==> config.mk <==
export PLATFORM = sky130hd
export DESIGN_NAME = hbg_outq
export DESIGN_NICKNAME = d
export VERILOG_FILES = /design/src/rtl/core/hbg_pkg.sv /design/src/rtl/core/hbg_outq.sv
export SDC_FILE = /design/constraint.sdc
export NUM_CORES = 1
export LEC_CHECK = 0
export ABC_CLOCK_PERIOD_IN_PS = 9450
export BUFFER_PORTS_ARGS = -buffer_cell sky130_fd_sc_hd__buf_2
export CORE_MARGIN = 2
export CORE_UTILIZATION = 62
export CTS_BUF_LIST = sky130_fd_sc_hd__clkbuf_4 sky130_fd_sc_hd__clkbuf_8
export DETAILED_ROUTE_END_ITERATION = 10
export GPL_TIMING_DRIVEN = 0
export PLACE_DENSITY_LB_ADDON = 0.12
export SLEW_MARGIN = 40
export SYNTH_ARGS = -nofsm -noshare
export SYNTH_HDL_FRONTEND = slang
export SYNTH_SLANG_ARGS = --single-unit
==> constraint.sdc <==
create_clock -name clk -period 9.45 [get_ports clk]
set_clock_uncertainty 0.15 [all_clocks]
set_input_delay 0.945 -clock clk [delete_from_list [all_inputs] [get_ports clk]]
set_output_delay 0.945 -clock clk [all_outputs]
set_load 0.03 [all_outputs]
==> src/rtl/core/hbg_pkg.sv <==
// Shared types, constants and helpers for the heightmap ground step block.
package hbg_pkg;

	localparam int GRID_MAX_DIM = 128;
	localparam int HEIGHT_WORDS = 16384;
	localparam int ADDR_W       = $clog2(HEIGHT_WORDS);
	localparam int IDX_W        = $clog2(GRID_MAX_DIM);
	localparam int FQ_DEPTH     = 4;
	localparam int FQ_PTR_W     = $clog2(FQ_DEPTH);
	localparam int FQ_CNT_W     = $clog2(FQ_DEPTH + 1);
	localparam int OQ_DEPTH     = 16;
	localparam int OQ_PTR_W     = $clog2(OQ_DEPTH);
	localparam int OQ_CNT_W     = $clog2(OQ_DEPTH + 1);

	localparam logic signed [31:0] FEET_OFFSET = 32'sd655360;

	typedef enum logic [1:0] {
		FUNC_LOAD   = 2'd0,
		FUNC_SAMPLE = 2'd1,
		FUNC_STEP   = 2'd2,
		FUNC_NONE   = 2'd3
	} func_t;

	typedef enum logic [2:0] {
		REG_ORIGIN_X   = 3'd0,
		REG_ORIGIN_Z   = 3'd1,
		REG_INV_CELL_X = 3'd2,
		REG_INV_CELL_Z = 3'd3,
		REG_GRID_W     = 3'd4,
		REG_GRID_H     = 3'd5,
		REG_GRAVITY    = 3'd6,
		REG_TERMINAL   = 3'd7
	} reg_idx_t;

	typedef struct packed {
		logic signed [31:0] origin_x;
		logic signed [31:0] origin_z;
		logic [31:0]        inv_x;
		logic [31:0]        inv_z;
		logic [7:0]         dim_w;   // already clamped to [2, GRID_MAX_DIM]
		logic [7:0]         dim_h;
		logic [30:0]        grav;
		logic [30:0]        term;
	} cfg_t;

	typedef struct packed {
		func_t              func;
		logic [13:0]        height_index;
		logic signed [31:0] height_value;
		logic signed [31:0] world_x;
		logic signed [31:0] world_z;
		logic signed [31:0] pos_y;
		logic signed [31:0] vel_y;
		logic [15:0]        time_step;
	} item_t;

	typedef struct packed {
		logic signed [31:0] ground_height;
		logic signed [31:0] new_pos_y;
		logic signed [31:0] new_vel_y;
		logic               grounded;
	} res_t;

	function automatic logic signed [31:0] sat32(input logic signed [63:0] v);
		if (v > 64'sd2147483647) begin
			return 32'sh7fffffff;
		end else if (v < -64'sd2147483648) begin
			return 32'sh80000000;
		end else begin
			return $signed(v[31:0]);
		end
	endfunction

endpackage

==> src/rtl/core/hbg_outq.sv <==
// Result queue in front of the output ports.
module hbg_outq import hbg_pkg::*; (
	input  logic                clk,
	input  logic                arst_n,
	input  logic                wr,
	input  res_t                wr_res,
	output logic                empty,
	input  logic                pop,
	output res_t                head,
	output logic [OQ_CNT_W-1:0] count
);

	res_t                buf_q [OQ_DEPTH];
	logic [OQ_PTR_W-1:0] wr_ptr_q, rd_ptr_q;
	logic [OQ_CNT_W-1:0] count_q;
	logic                rd;

	assign empty = (count_q == '0);
	assign head  = buf_q[rd_ptr_q];
	assign count = count_q;
	assign rd    = pop && !empty;

	always_ff @(posedge clk or negedge arst_n) begin
		if (!arst_n) begin
			wr_ptr_q <= '0;
			rd_ptr_q <= '0;
			count_q  <= '0;
		end else begin
			if (wr) wr_ptr_q <= wr_ptr_q + 1'b1;
			if (rd) rd_ptr_q <= rd_ptr_q + 1'b1;
			count_q <= count_q + OQ_CNT_W'(wr) - OQ_CNT_W'(rd);
		end
	end

	always_ff @(posedge clk) begin
		if (wr) buf_q[wr_ptr_q] <= wr_res;
	end

endmodule

Word level (Yosys, flattened, before mapping) --
Memories as Yosys holds them, arrays and structs flattened. Cells that the tools add are included. Widths: inputs -> output; s select.
Storage, ports and cells: memories kept 1, RAM bits 1552, output and inout bits 103, input bits 101, register bits after elaboration 13
Memories:
- buf_q | words 16, bits a word 97, rd ports 1, clocked after memory_dff 0, write ports 1, RTL line hbg_outq.sv:13 | res_t buf_q [OQ_DEPTH];
Cells by class: muxes and demuxes 2, reductions and logical operators 3, add/subtract/negate cells 4
Operators by type and width (count):
- $add 4x1->4 const B | 2
- $add 5x1->5 | 1
- $logic_not 5->1 | 1
- $sub 5x1->5 | 1
- $mux 1 | 2
- $logic_and 1x1->1 | 1
- $logic_not 1->1 | 1

Logic depth before layout (Yosys ltp) --
Gate-level depths: netlist (run 1).
depth after elaboration 4, mapped depth 12

Least setup slack after synthesis (run 1) --
OpenSTA, ideal clock, no wires.
kind input -> register, start point input wr, end point memory buf_q[3][0] (netlist name), enable pin, stages 3, arrival 7924 ps, required time 8629 ps, setup slack 705 ps, cells stage by stage clkbuf_1 > nand2_1 > nor3_1
On the way: cells in the longest elaborated chain, start to end 2
RTL lines:
- start: declaration | RTL line hbg_outq.sv:5 | input logic wr,
- $mux 1 | RTL line hbg_outq.sv:36 | if (wr) buf_q[wr_ptr_q] <= wr_res;
- $mux 1 (implied by the code) | RTL line hbg_outq.sv:36
- end: declaration | RTL line hbg_outq.sv:13
Every way passes these cells.

==> reports/metrics.cfg, run 1 <==
[logic_synthesis]
syn_nets = 2566
synth-xor-area-share = 0.00149
syn_area_um2 = 58600
ys_warn_count = 0
synthTopCellsByArea = edfxtp_1, mux4_2, a22oi_1
synth_cell_types = 28
synthAdderAreaFrac = 0.00269
synth_simple_gate_area_frac = 0.00926
seq_area_frac_synth = 0.801
synth-edff-count = 1552
ys.flop_type = edfxtp_1
async_flop_share = 0.00831
synth_top_family_by_area = multiplexers
muxShareOfSynthArea = 0.149
synth-seq-cells = 1565
synth_compound_area_frac = 0.0254
synth_area_leader_cell = edfxtp_1
syn_inst = 2453
synth.avg_cell_area_um2 = 23.9
synth_top_area_share = 0.795

[cts]
cts_buffers = 234
clock_path_buffers = 3
htree_num_levels = 4
clkLatencyLatePin_ns = 0.87
root_buffer = clkbuf_8
clock-sinks = 1565
cts_tree = done
clkTransAtPathRegs_ns = 0.06
cts_resized = 0

[timing]
max_freq_mhz = 196
tns_ns = 0
tightest_slew_ns = 0.921
holdWs_ns = 0.200
period_minus_slack_ns = 5.11
finalSetupViolations = 0
hold_viol_final = 0
slew_violations = 0
slew_headroom = 0.386
rsz0062_at_grt = false
min_period_over_period = 0.540
setup_slack_ns = 4.34

[place]
dp_hpwl_mm = 89.2
portBuffers = 203
placed_area_um2 = 64100
pre_cts_ws_ns = 5.24
place.gp.congestion = 0.750
dp.cells = 4068

[layout]
drive_above_1_share = 0.369
design_area_um2 = 68500
regArea_um2 = 46900
final_common_cell = edfxtp_1
final_cell_mix = edfxtp_1, mux4_2, buf_2, clkbuf_8, a22oi_1
nets = 3165
fin_util = 0.733
layout.filler_cells = 5236
area_growth_pct = 16.8
layoutNonFillerInstCount = 4496
multi_input_area_um2 = 11100

[critical_path]
path_max_fanout = 10
setup.worst_path.start_class = register
required_ns = 8.36
critical_path_class = register to output pin
arrival_ns = 4.01
end_kind = output pin

[pwr]
p_per_area_nw_per_um2 = 305
intPower_mw = 13.8
p_total_mw = 20.9
comb_power_share = 0.347
power_frac_clock = 0.246
p_switching_mw = 7.12
p_sw_frac = 0.340
p_leak_nw = 22.5
p_seq_frac = 0.406
ir_drop_mv = 0.225

[global_route]
grt.total_usage = 0.287
grt_pass1_vias = 29855
grt_pass1_wl_mm = 198
overflow = 0
antenna_found_initial = 27
grt_max_degree = 18

[detailed_routing]
drt_iter0_drc = 3565
ant_nets = 0
vias_per_cell = 6.41
drc = 0
firstDrtPassIters = 5
wl_per_cell_um = 30.4
vias = 28823
routed_wl_mm = 137

[outcome]
status = finished clean

[run]
maxCapViolCount = 0

[die]
chipWidth_um = 311
rows = 112
core_area_um2 = 93500
pin_count = 204
die_h_um = 311
start_util = 0.627
die_area_um2 = 97000

[hold_path]
hold_path_class = primary input to register

flip-flops by register name (all words and copies together) (netlist names):
register  count
buf_q      1552
count         5
rd_ptr_q      4
wr_ptr_q      4
worst paths after layout:
path / slack (ns) / from / endpoint / depth (start not counted)
worst max register to register: 6.04 / wr_ptr_q[0] / buf_q[3][61] / 11
min in group asynchronous: 0.35 / arst_n / rd_ptr_q[3] / 2
worst min register to register: 0.42 / wr_ptr_q[0] / wr_ptr_q[0] / 1
worst max-delay path: 4.34 / rd_ptr_q[2] / head[77] / 6
worst min-delay path: 0.20 / wr / count[0] / 2
max in group asynchronous: 8.53 / arst_n / rd_ptr_q[2] / 2
worst max-delay path: stages, from the launching register on:
cell	delay [ns]
dfrtp_1	0.45
nor2_2	0.73
clkbuf_1	0.65
clkbuf_1	0.67
a22oi_1	0.20
nand2_1	0.19
buf_2	0.23
Yosys cell counts (2+ instances only):
library cell / number
a21oi_1: 2
nand2b_1: 5
buf_2: 38
nand3_1: 2
clkbuf_1: 80
nor2_1: 15
edfxtp_1: 1552
mux4_2: 388
nand2_1: 105
nor2b_1: 2
dfrtp_1: 13
xnor2_1: 6
inv_1: 10
buf_6: 11
a22oi_1: 194
ha_1: 11
xor2_1: 4
buf_1: 4
nor3_1: 2
routing by layer:
metal  global-route usage  part of all wire  vias to the layer above  routed length [µm]
met5                    0            0.0010                        -                 143
met4                0.106             0.032                       22                4370
met3               0.0583             0.087                      294               11900
met2                0.476              0.51                     1547               69800
met1                0.386              0.37                    15132               50400
li1                     -                 -                    11828                   -
cell type report:
class                   count  area share
flip-flops and latches   1565       0.685
inverters                  10    0.000548
clock inverters            80     0.00522
repair buffers            363      0.0553
plain buffers             133     0.00946
clock buffers             333      0.0583
diodes                     13    0.000475
multi-input cells         745       0.163
well taps                1254      0.0229
power by group through the flow:
stage | combinational (mW) | sequential [mW] | clock (mW)
4_1_cts | 7.34 | 8.50 | 5.22
6_report | 7.27 | 8.49 | 5.15
2_1_floorplan | 4.58 | 8.71 | 0
3_5_place_dp | 7.32 | 8.64 | 0
5_1_grt | 7.65 | 8.53 | 5.49
3_3_place_gp | 6.82 | 8.86 | 0
kinds of logic (layout without fill, tap and decap cells):
kind of cell	after synthesis	count (layout)
AOI/OAI and AO/OA	199	199
xor gates and xnor gates	10	10
adders and majority gates	12	12
buffers and inverters	143	919
DFF	1565	1565
muxes	389	389
other	0	13
and+or+nand+nor	135	135
repair_timing:
| action | 4_1_cts | 5_1_grt |
|---|---|---|
| setup buffers | 0 | 0 |
| endpoints found under the hold margin | 13 | 0 |
| hold buffers | 1 | 0 |
Note: power is estimated with default switching activity, not from simulation.
==> run 2: changes to the inputs <==
ABC_CLOCK_PERIOD_IN_PS = 4700   (was 9450)
clock period = 4.7 ns   (was 9.45 ns; I/O delays follow)
==> run 2 against run 1 <==
Against the previous run:
- via count up 0.42%
- global-route usage down 0.29 points
- sequential share of layout area down 0.98 points
- power up 100%
- first-iteration DRC count down 13%
- critical path type unchanged
- largest cell class unchanged
==> reports/metrics.cfg, run 2 (synthesized netlist as in run 1, its figures left out) <==
[layout]
nets = 3242  ; was 3165
drive_above_1_share = 0.355  ; was 0.369
final_common_cell = edfxtp_1  ; unchanged
layout.filler_cells = 5117  ; was 5236
area_growth_pct = 18.5  ; was 16.8%
design_area_um2 = 69500  ; was 68500 µm²
final_cell_mix = edfxtp_1, mux4_2, buf_2, clkbuf_8, a22oi_1  ; unchanged
largest_reg_flops = 1552  ; unchanged
layoutNonFillerInstCount = 4560  ; was 4496
regMostFlops = buf_q  ; unchanged

[timing]
min_period_over_period = 0.980
holdWs_ns = 0.272  ; was 0.200 ns
rsz0062_at_grt = false  ; unchanged
max_freq_mhz = 217
slew_violations = 0  ; unchanged
finalSetupViolations = 0  ; unchanged
hold_viol_final = 0  ; unchanged
tightest_slew_ns = 0.895  ; was 0.921 ns
slew_headroom = 0.403  ; was 0.386
period_minus_slack_ns = 4.60

[place]
dp.cells = 4048  ; was 4068
portBuffers = 203  ; unchanged
dp_hpwl_mm = 88.7  ; was 89.2 mm
place.gp.congestion = 0.738  ; was 0.750
placed_area_um2 = 64000  ; was 64100 µm²

[pwr]
p_per_area_nw_per_um2 = 608  ; was 305 nW/µm²
ir_drop_mv = 0.497  ; was 0.225 mV
p_leak_nw = 22.8  ; was 22.5 nW
p_total_mw = 42.2  ; was 20.9 mW

[die]
core_area_um2 = 93500  ; unchanged
die_h_um = 311  ; unchanged
die_area_um2 = 97000  ; unchanged
pin_count = 204  ; unchanged
start_util = 0.627  ; unchanged
chipWidth_um = 311  ; unchanged
rows = 112  ; unchanged

[critical_path]
end_kind = output pin  ; unchanged
arrival_ns = 3.98  ; was 4.01 ns
critical_path_class = register to output pin  ; unchanged
r2r-end = count[4]  ; was buf_q[3][61]
setup.worst_path.start_class = register  ; unchanged
path_max_fanout = 10  ; unchanged
required_ns = 4.08  ; was 8.36 ns
reg2reg_depth = 12  ; was 11
reg2reg_slack_ns = 1.44  ; was 6.04 ns
r2r_start = count[3]  ; was wr_ptr_q[0]

[hold_path]
hold_path_class = primary input to register  ; unchanged
hold_start = wr  ; unchanged
holdPathStages = 3  ; was 2
hold_path_end = count[0]  ; unchanged

[global_route]
antenna_found_initial = 12  ; was 27
use_met2 = 0.479  ; was 0.476
met3_usage = 0.0650  ; was 0.0583
grt_pass1_vias = 30303  ; was 29855
grt_pass1_wl_mm = 198  ; about the same
overflow = 0  ; unchanged
grtUsageMet1 = 0.375  ; was 0.386
top_usage_layer = met2  ; unchanged
grt_max_degree = 17  ; was 18
grt.total_usage = 0.284  ; was 0.287

[detailed_routing]
wl_per_cell_um = 29.6  ; was 30.4 µm
ant_nets = 0  ; unchanged
routed_wl_mm = 135  ; was 137 mm
vias_per_cell = 6.35  ; was 6.41
drc = 0  ; unchanged
firstDrtPassIters = 5  ; unchanged
vias = 28943  ; was 28823
drt_iter0_drc = 3103  ; was 3565

[cts]
clock-sinks = 1565  ; unchanged
root_buffer = clkbuf_8  ; unchanged
cts_buffers = 232  ; was 234
htree_num_levels = 4  ; unchanged
clkTransAtPathRegs_ns = 0.06  ; about the same
cts_tree = done  ; unchanged
clkLatencyLatePin_ns = 0.87  ; about the same
clock_path_buffers = 3  ; unchanged

[run]
maxCapViolCount = 0  ; unchanged

[outcome]
status = finished clean  ; unchanged

[run 2: how the worst max path moves through the flow]
stage           startpoint      endpoint  cells past startpoint
2_1_floorplan           wr  buf_q[15][0]                      3
3_5_place_dp   rd_ptr_q[2]      head[76]                      6
4_1_cts        rd_ptr_q[1]       head[8]                      7
5_1_grt        rd_ptr_q[1]      head[48]                      7
3_3_place_gp            wr  buf_q[0][61]                      4
6_report       rd_ptr_q[1]      head[48]                      7
[run 2: timing repair]
item / in CTS / in global routing
setup endpoints to repair: 3 / 2
buffers inserted: 0 / 0
hold buffers: 101 / 0
resized for setup: 1 / 5
cloned: 0 / 0
pin swaps: 0 / 0
endpoints found under the hold margin: 1574 / 0
[run 2: cell type report]
| cell class | instances | area (µm²) | share of cell area |
|---|---|---|---|
| flip-flops and latches | 1565 | 46900 | 0.675 |
| multi-input cells | 745 | 11200 | 0.161 |
| repair buffers | 442 | 4660 | 0.0671 |
| clock buffers | 331 | 3970 | 0.0572 |
| well taps | 1254 | 1570 | 0.0226 |
| plain buffers | 133 | 647 | 0.00931 |
| clock inverters | 76 | 502 | 0.00722 |
| inverters | 10 | 37.5 | 0.000540 |
| diodes | 4 | 10.0 | 0.000144 |
[run 2: worst max-delay path, stage by stage (launching register included)]
cell and delay (ns):
dfrtp_1 0.41, buf_2 0.49, buf_2 0.51, clkbuf_1 0.68, mux4_2 0.42, a22oi_1 0.18
nand2_1 0.18, buf_2 0.22
[run 2: power breakdown]
part | leakage, nW | switching, mW | internal, mW
Sequential | 14.2 | 0.306 | 16.8
Clock | 2.39 | 4.90 | 5.68
Combinational | 6.29 | 9.00 | 5.57
[run 2: stage by stage]
step	util	setup TNS (ns)	worst slack, ns
6_report	0.743	0	0.0963
4_1_cts	0.743	0	0.0285
5_1_grt	0.743	0	0.0113
3_3_place_gp	0.655	-5953.54	-6.01
3_5_place_dp	0.684	0	0.972
2_1_floorplan	-	-579.04	-0.965
[run 2: routing by layer]
layer  share of wire  vias to the layer above
li1                -                    11949
met1            0.37                    15254
met2            0.52                     1480
met3           0.086                      244
met4           0.027                       16
met5         0.00073                        -
