$ cat src/rtl/core/hbg_pkg.sv
// Shared types, constants and helpers for the heightmap ground step block.
package hbg_pkg;

	localparam int GRID_MAX_DIM = 128;
	localparam int HEIGHT_WORDS = 16384;
	localparam int ADDR_W       = $clog2(HEIGHT_WORDS);
	localparam int IDX_W        = $clog2(GRID_MAX_DIM);
	localparam int FQ_DEPTH     = 4;
	localparam int FQ_PTR_W     = $clog2(FQ_DEPTH);
	localparam int FQ_CNT_W     = $clog2(FQ_DEPTH + 1);
	localparam int OQ_DEPTH     = 16;
	localparam int OQ_PTR_W     = $clog2(OQ_DEPTH);
	localparam int OQ_CNT_W     = $clog2(OQ_DEPTH + 1);

	localparam logic signed [31:0] FEET_OFFSET = 32'sd655360;

	typedef enum logic [1:0] {
		FUNC_LOAD   = 2'd0,
		FUNC_SAMPLE = 2'd1,
		FUNC_STEP   = 2'd2,
		FUNC_NONE   = 2'd3
	} func_t;

	typedef enum logic [2:0] {
		REG_ORIGIN_X   = 3'd0,
		REG_ORIGIN_Z   = 3'd1,
		REG_INV_CELL_X = 3'd2,
		REG_INV_CELL_Z = 3'd3,
		REG_GRID_W     = 3'd4,
		REG_GRID_H     = 3'd5,
		REG_GRAVITY    = 3'd6,
		REG_TERMINAL   = 3'd7
	} reg_idx_t;

	typedef struct packed {
		logic signed [31:0] origin_x;
		logic signed [31:0] origin_z;
		logic [31:0]        inv_x;
		logic [31:0]        inv_z;
		logic [7:0]         dim_w;   // already clamped to [2, GRID_MAX_DIM]
		logic [7:0]         dim_h;
		logic [30:0]        grav;
		logic [30:0]        term;
	} cfg_t;

	typedef struct packed {
		func_t              func;
		logic [13:0]        height_index;
		logic signed [31:0] height_value;
		logic signed [31:0] world_x;
		logic signed [31:0] world_z;
		logic signed [31:0] pos_y;
		logic signed [31:0] vel_y;
		logic [15:0]        time_step;
	} item_t;

	typedef struct packed {
		logic signed [31:0] ground_height;
		logic signed [31:0] new_pos_y;
		logic signed [31:0] new_vel_y;
		logic               grounded;
	} res_t;

	function automatic logic signed [31:0] sat32(input logic signed [63:0] v);
		if (v > 64'sd2147483647) begin
			return 32'sh7fffffff;
		end else if (v < -64'sd2147483648) begin
			return 32'sh80000000;
		end else begin
			return $signed(v[31:0]);
		end
	endfunction

endpackage

$ cat src/rtl/core/hbg_front.sv
// Front end: accepts items, drops the unused code, queues the rest.
module hbg_front import hbg_pkg::*; (
	input  logic  clk,
	input  logic  arst_n,
	input  logic  push,
	output logic  full,
	input  item_t in_item,
	output logic  q_valid,
	output item_t q_item,
	input  logic  q_pop
);

	item_t               buf_q [FQ_DEPTH];
	logic [FQ_PTR_W-1:0] wr_ptr_q, rd_ptr_q;
	logic [FQ_CNT_W-1:0] count_q;
	logic                wr;

	assign full    = (count_q == FQ_CNT_W'(FQ_DEPTH));
	assign q_valid = (count_q != '0);
	assign q_item  = buf_q[rd_ptr_q];
	// func code three is taken and forgotten
	assign wr      = push && !full && (in_item.func != FUNC_NONE);

	always_ff @(posedge clk or negedge arst_n) begin
		if (!arst_n) begin
			wr_ptr_q <= '0;
			rd_ptr_q <= '0;
			count_q  <= '0;
		end else begin
			if (wr) wr_ptr_q <= wr_ptr_q + 1'b1;
			if (q_pop) rd_ptr_q <= rd_ptr_q + 1'b1;
			count_q <= count_q + FQ_CNT_W'(wr) - FQ_CNT_W'(q_pop);
		end
	end

	always_ff @(posedge clk) begin
		if (wr) buf_q[wr_ptr_q] <= in_item;
	end

endmodule

$ cat config.mk
export PLATFORM = sky130hd
export DESIGN_NAME = hbg_front
export DESIGN_NICKNAME = d
export VERILOG_FILES = /design/src/rtl/core/hbg_pkg.sv /design/src/rtl/core/hbg_front.sv
export SDC_FILE = /design/constraint.sdc
export NUM_CORES = 1
export LEC_CHECK = 0
export BUFFER_PORTS_ARGS = -buffer_cell sky130_fd_sc_hd__buf_2
export CAP_MARGIN = 0
export CORE_UTILIZATION = 55
export CTS_BUF_LIST = sky130_fd_sc_hd__clkbuf_2
export DETAILED_ROUTE_END_ITERATION = 16
export PLACE_DENSITY_LB_ADDON = 0.25
export SLEW_MARGIN = 20
export SYNTH_ARGS = -nofsm -noshare
export SYNTH_HDL_FRONTEND = slang
export SYNTH_SLANG_ARGS = --single-unit
$ cat constraint.sdc
create_clock -name clk -period 12.5 [get_ports clk]
set_input_delay 1.875 -clock clk [delete_from_list [all_inputs] [get_ports clk]]
set_output_delay 1.875 -clock clk [all_outputs]
set_load 0.05 [all_outputs]
# [Word-level counts from Yosys, hierarchy flattened]
# Memory sizes are Yosys's and may differ from the RTL's.
# Cells that the tools add are included.
[word_totals] output_inout_bits=194 ram_bits=768 input_bits=196 memories=1 wordCells=16 ff_bits=7
[memory_table] name="buf_q" depth=4 width=192 rd=1 rd_ports_with_merged_regs=0 wr=1 line_no="hbg_front.sv:13" text="item_t buf_q [FQ_DEPTH];"
[op_classes] reduce_logical=4 n_eq_ne=2 n_mux=2 add_sub_neg=4
[ops] cell="2-bit by 1-bit adder with 2-bit output, second input constant" n=2
[ops] cell="3-bit by 1-bit adder with 3-bit output" n=1
[ops] cell="3-bit equality test, second input constant" n=1
[ops] cell="3-bit nonzero test" n=1
[ops] cell="3-bit by 1-bit subtractor with 3-bit output" n=1
[ops] cell="1-bit logical AND" n=2
[ops] cell="1-bit two-way mux" n=2
[ops] cell="2-bit != test, second input constant" n=1
[ops] cell="1-bit zero test" n=1

# [Logic depth before layout (Yosys ltp)]
# Gate-level depths: netlist (run 1).
[depth] ltp_word=6 ltp_mapped=8 depth_no_buf=8

# [Least setup slack after synthesis (run 1)]
# OpenSTA, ideal clock, no wires.
[synth_timing] kind="input -> register" start="input in_item[190] (netlist bit)" end="memory buf_q[0][0] (netlist bit), enable pin" arrival_ps=6661 path_slack_ps=5263 path_stages=2 required_time_ps=11924 setup_time_ps=576 n_path_buf=0 path_cell_list="a211oi_4 -> and2_1"
[synth_between] elab_chain_len=4
[synth_lines] element="from (decl)" line_no="hbg_front.sv:7" text="input item_t in_item,"
[synth_lines] element="2-bit != test" line_no="hbg_front.sv:22" text="assign wr = push && !full && (in_item.func != FUNC_NONE);"
[synth_lines] element="1-bit logical AND" line_no="hbg_front.sv:22"
[synth_lines] element="1-bit two-way mux" line_no="hbg_front.sv:37" text="if (wr) buf_q[wr_ptr_q] <= in_item;"
[synth_lines] element="1-bit two-way mux (implied by the code)" line_no="hbg_front.sv:37"
[synth_lines] element="to (decl)" line_no="hbg_front.sv:13"
# No other way between the ends.

==> results.py, run 1 <==
metrics = {
    "global_routing": {
        "globalRouteTotalUtil_pct": 21.4,
        "grt_max_degree": 120,
        "first_global_vias": 13827,
        "grt_pass1_wl_um": 81300,
        "antenna_found_initial": 13,
        "gr-total-overflow": 0,
    },
    "clock_tree": {
        "cts_resized": 0,
        "cts_tree": "yes",
        "cts_buffers": 184,
        "holdBufCountCts": 0,
        "h-tree-depth": 4,
        "clkSlewWorstSetupHoldPaths_ns": 0.10,
        "cts-root-buf": "clkbuf_2",
        "post_cts_buffers": 0,
        "clock_path_buffers": 3,
        "clk_latency_ns": 1.32,
        "clock-sinks": 775,
    },
    "logic_synthesis": {
        "ys_seq_area_share_pct": 82.6,
        "syn_inst": 1037,
        "ys_seq_elements": 775,
        "yosysTopAreaCell": "edfxtp_1",
        "ys_top_cells_by_area": "edfxtp_1 82%, mux4_2 15%, buf_6 0.76%, dfrtp_1 0.62%, buf_2 0.34%",
        "ys_types": 20,
        "synth_top_cell_area_share_pct": 82.0,
        "synth_area_mm2": 0.0281,
        "synth.avg_cell_area_um2": 27.1,
        "synth_warnings": 0,
        "syn-num-nets": 1239,
    },
    "placed_design": {
        "placed_area_mm2": 0.0307,
        "pre_cts_ws_ns": 7.43,
        "dp_cells": 2067,
        "place.gp.congestion": 0.749,
        "dp_hpwl_um": 31500,
        "numPortBuffers": 389,
    },
    "power_and_ir_drop": {
        "irDropWorstVdd_uv": 199,
        "power_density_mw_per_mm2": 256,
        "power.leakage_nw": 11.2,
        "power.total_mw": 8.28,
    },
    "flow_run": {
        "maxCapViolCount": 0,
    },
    "critical_path": {
        "cp-end-kind": "primary output",
        "cp.required_ns": 10.62,
        "slowest_stage": "dfrtp_4",
        "slowest_delay_ns": 1.01,
        "crit_chain": "buf_12 -> buf_16 -> mux4_2 -> buf_2",
        "path_class": "register to primary output",
        "arrival_ns": 4.26,
        "worstPathMaxFanout": 72,
        "worst_setup_path_start_kind": "register",
    },
    "cells_and_area": {
        "fin_cells": 2385,
        "area_growth_pct": 14.9,
        "final_nets": 1785,
        "design_area_mm2": 0.0323,
        "n_fill_cell": 3453,
        "drive_gt1_share_pct": 51.6,
    },
    "run_status": {
        "outcome": "finished, final reports clean",
    },
    "route": {
        "wl_per_cell_um": 22.7,
        "dr.pass1.iters": 5,
        "vias": 13130,
        "first_iter_violations": 868,
        "routed_via_density": 5.51,
        "finalWirelength_um": 54100,
        "ant_nets": 0,
        "drcViolationCount": 0,
    },
    "die": {
        "fp-row-count": 82,
        "start_util_pct": 56.0,
        "die_area_mm2": 0.0521,
        "die_w_um": 228,
        "die_h_um": 228,
        "core_mm2": 0.0503,
        "top_level_ports": 390,
    },
    "sta": {
        "period_needed_ns": 6.13,
        "slew_viol_final": 0,
        "clock_skew_ns": 0.0516,
        "setup_ws_ns": 6.37,
        "clock.fmax_mhz": 163,
        "hold_viol_final": 0,
        "rsz0062_at_grt": "false",
        "setup_violations": 0,
        "slew_headroom_pct": 26.7,
        "tns_ns": 0,
        "worst_pin_slew_ns": 1.10,
        "period_share_pct": 49.1,
    },
    "hold_path": {
        "holdCritPathClass": "input port to async pin",
    },
}
-- cell families (layout without fill, tap and decap cells) --
family,count (synthesis),count (layout),synth area share (%)
DFF,775,775,82.6
muxes,193,193,15.4
buffers and inverters,48,715,1.25
and+or+nand+nor,8,8,0.191
adders and majority gates,6,6,0.294
xor gates and xnor gates,6,6,0.187
AOI/OAI and AO/OA,1,1,0.0712
other,0,9,0
-- final timing paths --
kind | depth (start not counted) | from | to | slack (ns)
hold reg to reg | 1 | count_q[0] | count_q[0] | 0.56
setup reg to reg | 4 | count_q[2] | buf_q[0][20] | 8.97
min in group clk | 1 | count_q[0] | count_q[0] | 0.56
max in group asynchronous | 1 | arst_n | rd_ptr_q[1] | 11.82
setup / recovery | 4 | rd_ptr_q[0] | q_item[7] | 6.37
hold / removal | 1 | arst_n | count_q[1] | 0.45
-- layer usage --
layer / track usage [%] / share of wire, %
met5: 0 / 0.14
met4: 8.98 / 2.0
met3: 7.65 / 7.7
met2: 32.9 / 50
met1: 28.1 / 40
-- final cells by class --
type,instances,area [um^2],share of cell area (%)
inverter,5,18.8,0.0581
sequential,775,23200,71.9
timing repair buffer,403,2100,6.51
multi-input combinational,214,4550,14.1
clock buffer,264,1320,4.09
clock inverter,43,213,0.658
antenna,9,22.5,0.0697
tap,672,841,2.60
-- stage by stage --
stage | hold slack [ns] | util [%]
2_1_floorplan | 0.512 | -
3_3_place_gp | 0.523 | 61.1
3_5_place_dp | 0.543 | 61.1
4_1_cts | 0.204 | 64.1
5_1_grt | 0.233 | 64.3
6_report | 0.448 | 64.3
-- sequential cells by signal, indices dropped and copies added (netlist names) --
signal	flops
buf_q	768
count_q	3
rd_ptr_q	2
wr_ptr_q	2
-- synth_stat cells --
cell,count
clkbuf_1,2
buf_6,19
or3_1,1
nor3b_2,1
buf_4,1
dfrtp_1,7
and2_1,4
edfxtp_1,768
nor2b_1,1
fa_1,1
buf_2,19
xor2_1,2
mux2_1,1
xnor2_1,4
inv_1,5
mux4_2,192
a211oi_4,1
nand2_1,1
ha_1,5
buf_1,2
-- worst max-delay path: cells and delay by family (launching register included) --
kind | cells | cell delay, ns
flip-flops | 1 | 1.01
buffers and inverters | 3 | 1.14
multiplexers | 1 | 0.63
-- power breakdown --
part           internal (mW)  leakage [nW]  switching [mW]
combinational          0.962          2.96            2.35
sequential              3.30          7.08           0.166
clock                  0.582          1.20           0.920
-- cells in the final DEF (no fill, tap or decap) --
cell / instances
edfxtp_1: 768
buf_2: 389
clkbuf_2: 264
mux4_2: 192
clkinv_1: 30
buf_4: 11
diode_2: 9
inv_1: 5
ha_1: 5
inv_2: 5
dfrtp_1: 5
xnor2_1: 4
and2_4: 4
xor2_1: 2
clkinvlp_4: 2
clkinv_4: 2
clkinv_2: 2
buf_16: 2
dfrtp_4: 2
nor3b_2: 1
a211oi_4: 1
nor2b_1: 1
or3_1: 1
mux2_1: 1
nand2_1: 1
fa_1: 1
inv_6: 1
bufinv_16: 1
buf_12: 1
(Power assumes the default switching activity.)
==> run 2, diff against run 1 <==
==> constraint.sdc (replaced) <==
create_clock -name clk -period 5.81 [get_ports clk]
set_input_delay 0.8715 -clock clk [delete_from_list [all_inputs] [get_ports clk]]
set_output_delay 0.8715 -clock clk [all_outputs]
set_load 0.05 [all_outputs]
==> results.py, run 2 (synthesized netlist as in run 1, its figures left out) <==
metrics = {
    "power_and_ir_drop": {
        "power.leakage_nw": 12.1,
        "p_switching_mw": 7.46,
        "irDropWorstVdd_uv": 465,
        "pwr-share-clk_pct": 18.8,
        "pwr-share-seq_pct": 41.0,
        "power.total_mw": 18.2,
        "power_density_mw_per_mm2": 526,
        "combPwrFrac_pct": 40.2,
        "swShare_pct": 41.1,
        "p_int_mw": 10.7,
    },
    "clock_tree": {
        "cts_buffers": 187,
        "clk_latency_ns": 1.33,
        "clock_path_buffers": 3,
        "cts_resized": 0,
        "clkSlewWorstSetupHoldPaths_ns": 0.10,
        "cts_tree": "yes",
        "post_cts_buffers": 0,
        "clock-sinks": 775,
        "cts-root-buf": "clkbuf_2",
        "h-tree-depth": 4,
    },
    "route": {
        "routed_via_density": 5.39,
        "wl_per_cell_um": 21.9,
        "wl_met1_um": 22000,
        "finalWirelength_um": 56400,
        "ant_nets": 0,
        "route.met3.wl_um": 4150,
        "drcViolationCount": 0,
        "first_iter_violations": 811,
        "vias": 13907,
        "top_layer_used": "met5",
        "wl_met2_um": 29200,
        "dr.pass1.iters": 5,
    },
    "cells_and_area": {
        "top_register": "buf_q",
        "largest_register_ffs": 768,
        "n_fill_cell": 3193,
        "design_area_mm2": 0.0345,
        "area_growth_pct": 22.7,
        "layout_common_cells": "768 x edfxtp_1, 389 x buf_2, 269 x clkbuf_2",
        "final_nets": 1986,
        "final_common_cell": "edfxtp_1",
        "drive_gt1_share_pct": 46.4,
        "largestRegisters": "buf_q x768, count_q x3",
    },
    "die": {
        "die_h_um": 228,
        "fp-row-count": 82,
        "die_w_um": 228,
        "top_level_ports": 390,
        "die_area_mm2": 0.0521,
        "core_mm2": 0.0503,
        "start_util_pct": 56.0,
    },
    "global_routing": {
        "grt_max_degree": 125,
        "first_global_vias": 14941,
        "gr-total-overflow": 0,
        "antenna_found_initial": 5,
        "grt_pass1_wl_um": 86800,
        "globalRouteTotalUtil_pct": 22.5,
    },
    "sta": {
        "hold_viol_final": 0,
        "period_needed_ns": 4.62,
        "slew_headroom_pct": 38.2,
        "clock_skew_ns": 0.0828,
        "worst_pin_slew_ns": 0.927,
        "clock.fmax_mhz": 217,
        "rsz0062_at_grt": "false",
        "setup_ws_ns": 1.19,
        "period_share_pct": 79.5,
        "slew_viol_final": 0,
        "tns_ns": 0,
        "setup_violations": 0,
    },
    "critical_path": {
        "cp-end-kind": "primary output",
        "cp.required_ns": 4.94,
        "path_class": "register to primary output",
        "r2r_start": "count_q[2]",
        "arrival_ns": 3.75,
        "crit_chain": "buf_4 -> mux4_2 -> buf_2",
        "slowest_stage": "dfrtp_4",
        "timing.critical_path.from": "rd_ptr_q[0]",
        "slowest_delay_ns": 1.02,
        "worstPathMaxFanout": 42,
        "worst_setup_path_start_kind": "register",
    },
    "hold_path": {
        "holdCritPathClass": "input port to register",
        "hp-start": "in_item[5]",
    },
    "run_status": {
        "outcome": "finished, final reports clean",
    },
    "placed_design": {
        "pre_cts_ws_ns": 2.45,
        "placed_area_mm2": 0.0309,
        "place.gp.congestion": 0.752,
        "dp_hpwl_um": 31600,
        "numPortBuffers": 389,
    },
    "flow_run": {
        "maxCapViolCount": 0,
    },
}
run 2: cell types whose count changed in the layout (fill, tap and decap cells not counted), sizes merged:
| cell | change |
|---|---|
| dlygate4sd3 | +196 |
| clkinv | -2 |
| bufinv | +3 |
| inv | -4 |
| buf | +2 |
| clkbuf | +5 |
| clkinvlp | +3 |
| diode | -6 |
run 2: final timing paths:
kind	endpoint	slack (ns)	cells after the start
min reg2reg	count_q[2]	0.55	1
min	buf_q[0][5]	0.28	2
max in group asynchronous	rd_ptr_q[1]	4.96	3
max	q_item[11]	1.19	3
max reg2reg	buf_q[1][117]	3.12	5
min in group asynchronous	count_q[0]	0.52	3
run 2: worst max-delay path, delay by kind of cell, from the launching register on:
family / cells / cell delay [ns]
flip-flops: 1 / 1.02
buffers and inverters: 2 / 0.78
multiplexers: 1 / 0.62
run 2: cell type report:
cell class / count / area [um^2] / share of cell area (%)
Sequential cell: 775 / 23200 / 67.4
Multi-Input combinational cell: 214 / 4550 / 13.2
Timing Repair Buffer: 601 / 4210 / 12.2
Clock buffer: 269 / 1350 / 3.90
Tap cell: 672 / 841 / 2.44
Clock inverter: 43 / 285 / 0.827
Inverter: 5 / 18.8 / 0.0544
Antenna cell: 3 / 7.51 / 0.0218
run 2: per-stage QoR:
| stage | std cells | hold WS [ns] | utilization [%] |
|---|---|---|---|
| floorplan | 1037 | 0.512 | - |
| global route | 2582 | 0.0893 | 68.6 |
| CTS | 2578 | 0.0459 | 68.6 |
| detailed placement | 2070 | 0.546 | 61.4 |
| global placement | 2070 | 0.527 | 61.4 |
| finish | 2582 | 0.279 | 68.6 |
run 2: repair_timing:
item	4_1_cts	5_1_grt
setup endpoints to repair	0	0
hold endpoints to repair	782	0
hold buffers	196	0
run 2: power groups by stage:
stage          clock [mW]  sequential (mW)  combinational, mW
2_1_floorplan           0             7.41               5.78
3_3_place_gp            0             7.53               7.24
3_5_place_dp            0             7.59               7.25
4_1_cts              3.54             7.46               7.38
5_1_grt              3.83             7.52               7.59
6_report             3.42             7.44               7.30
run 2: layer usage:
metal	vias to the layer above	track usage, %
li1	6128	-
met1	7164	28.5
met3	85	7.45
met5	-	0
met4	4	8.81
met2	526	36.4
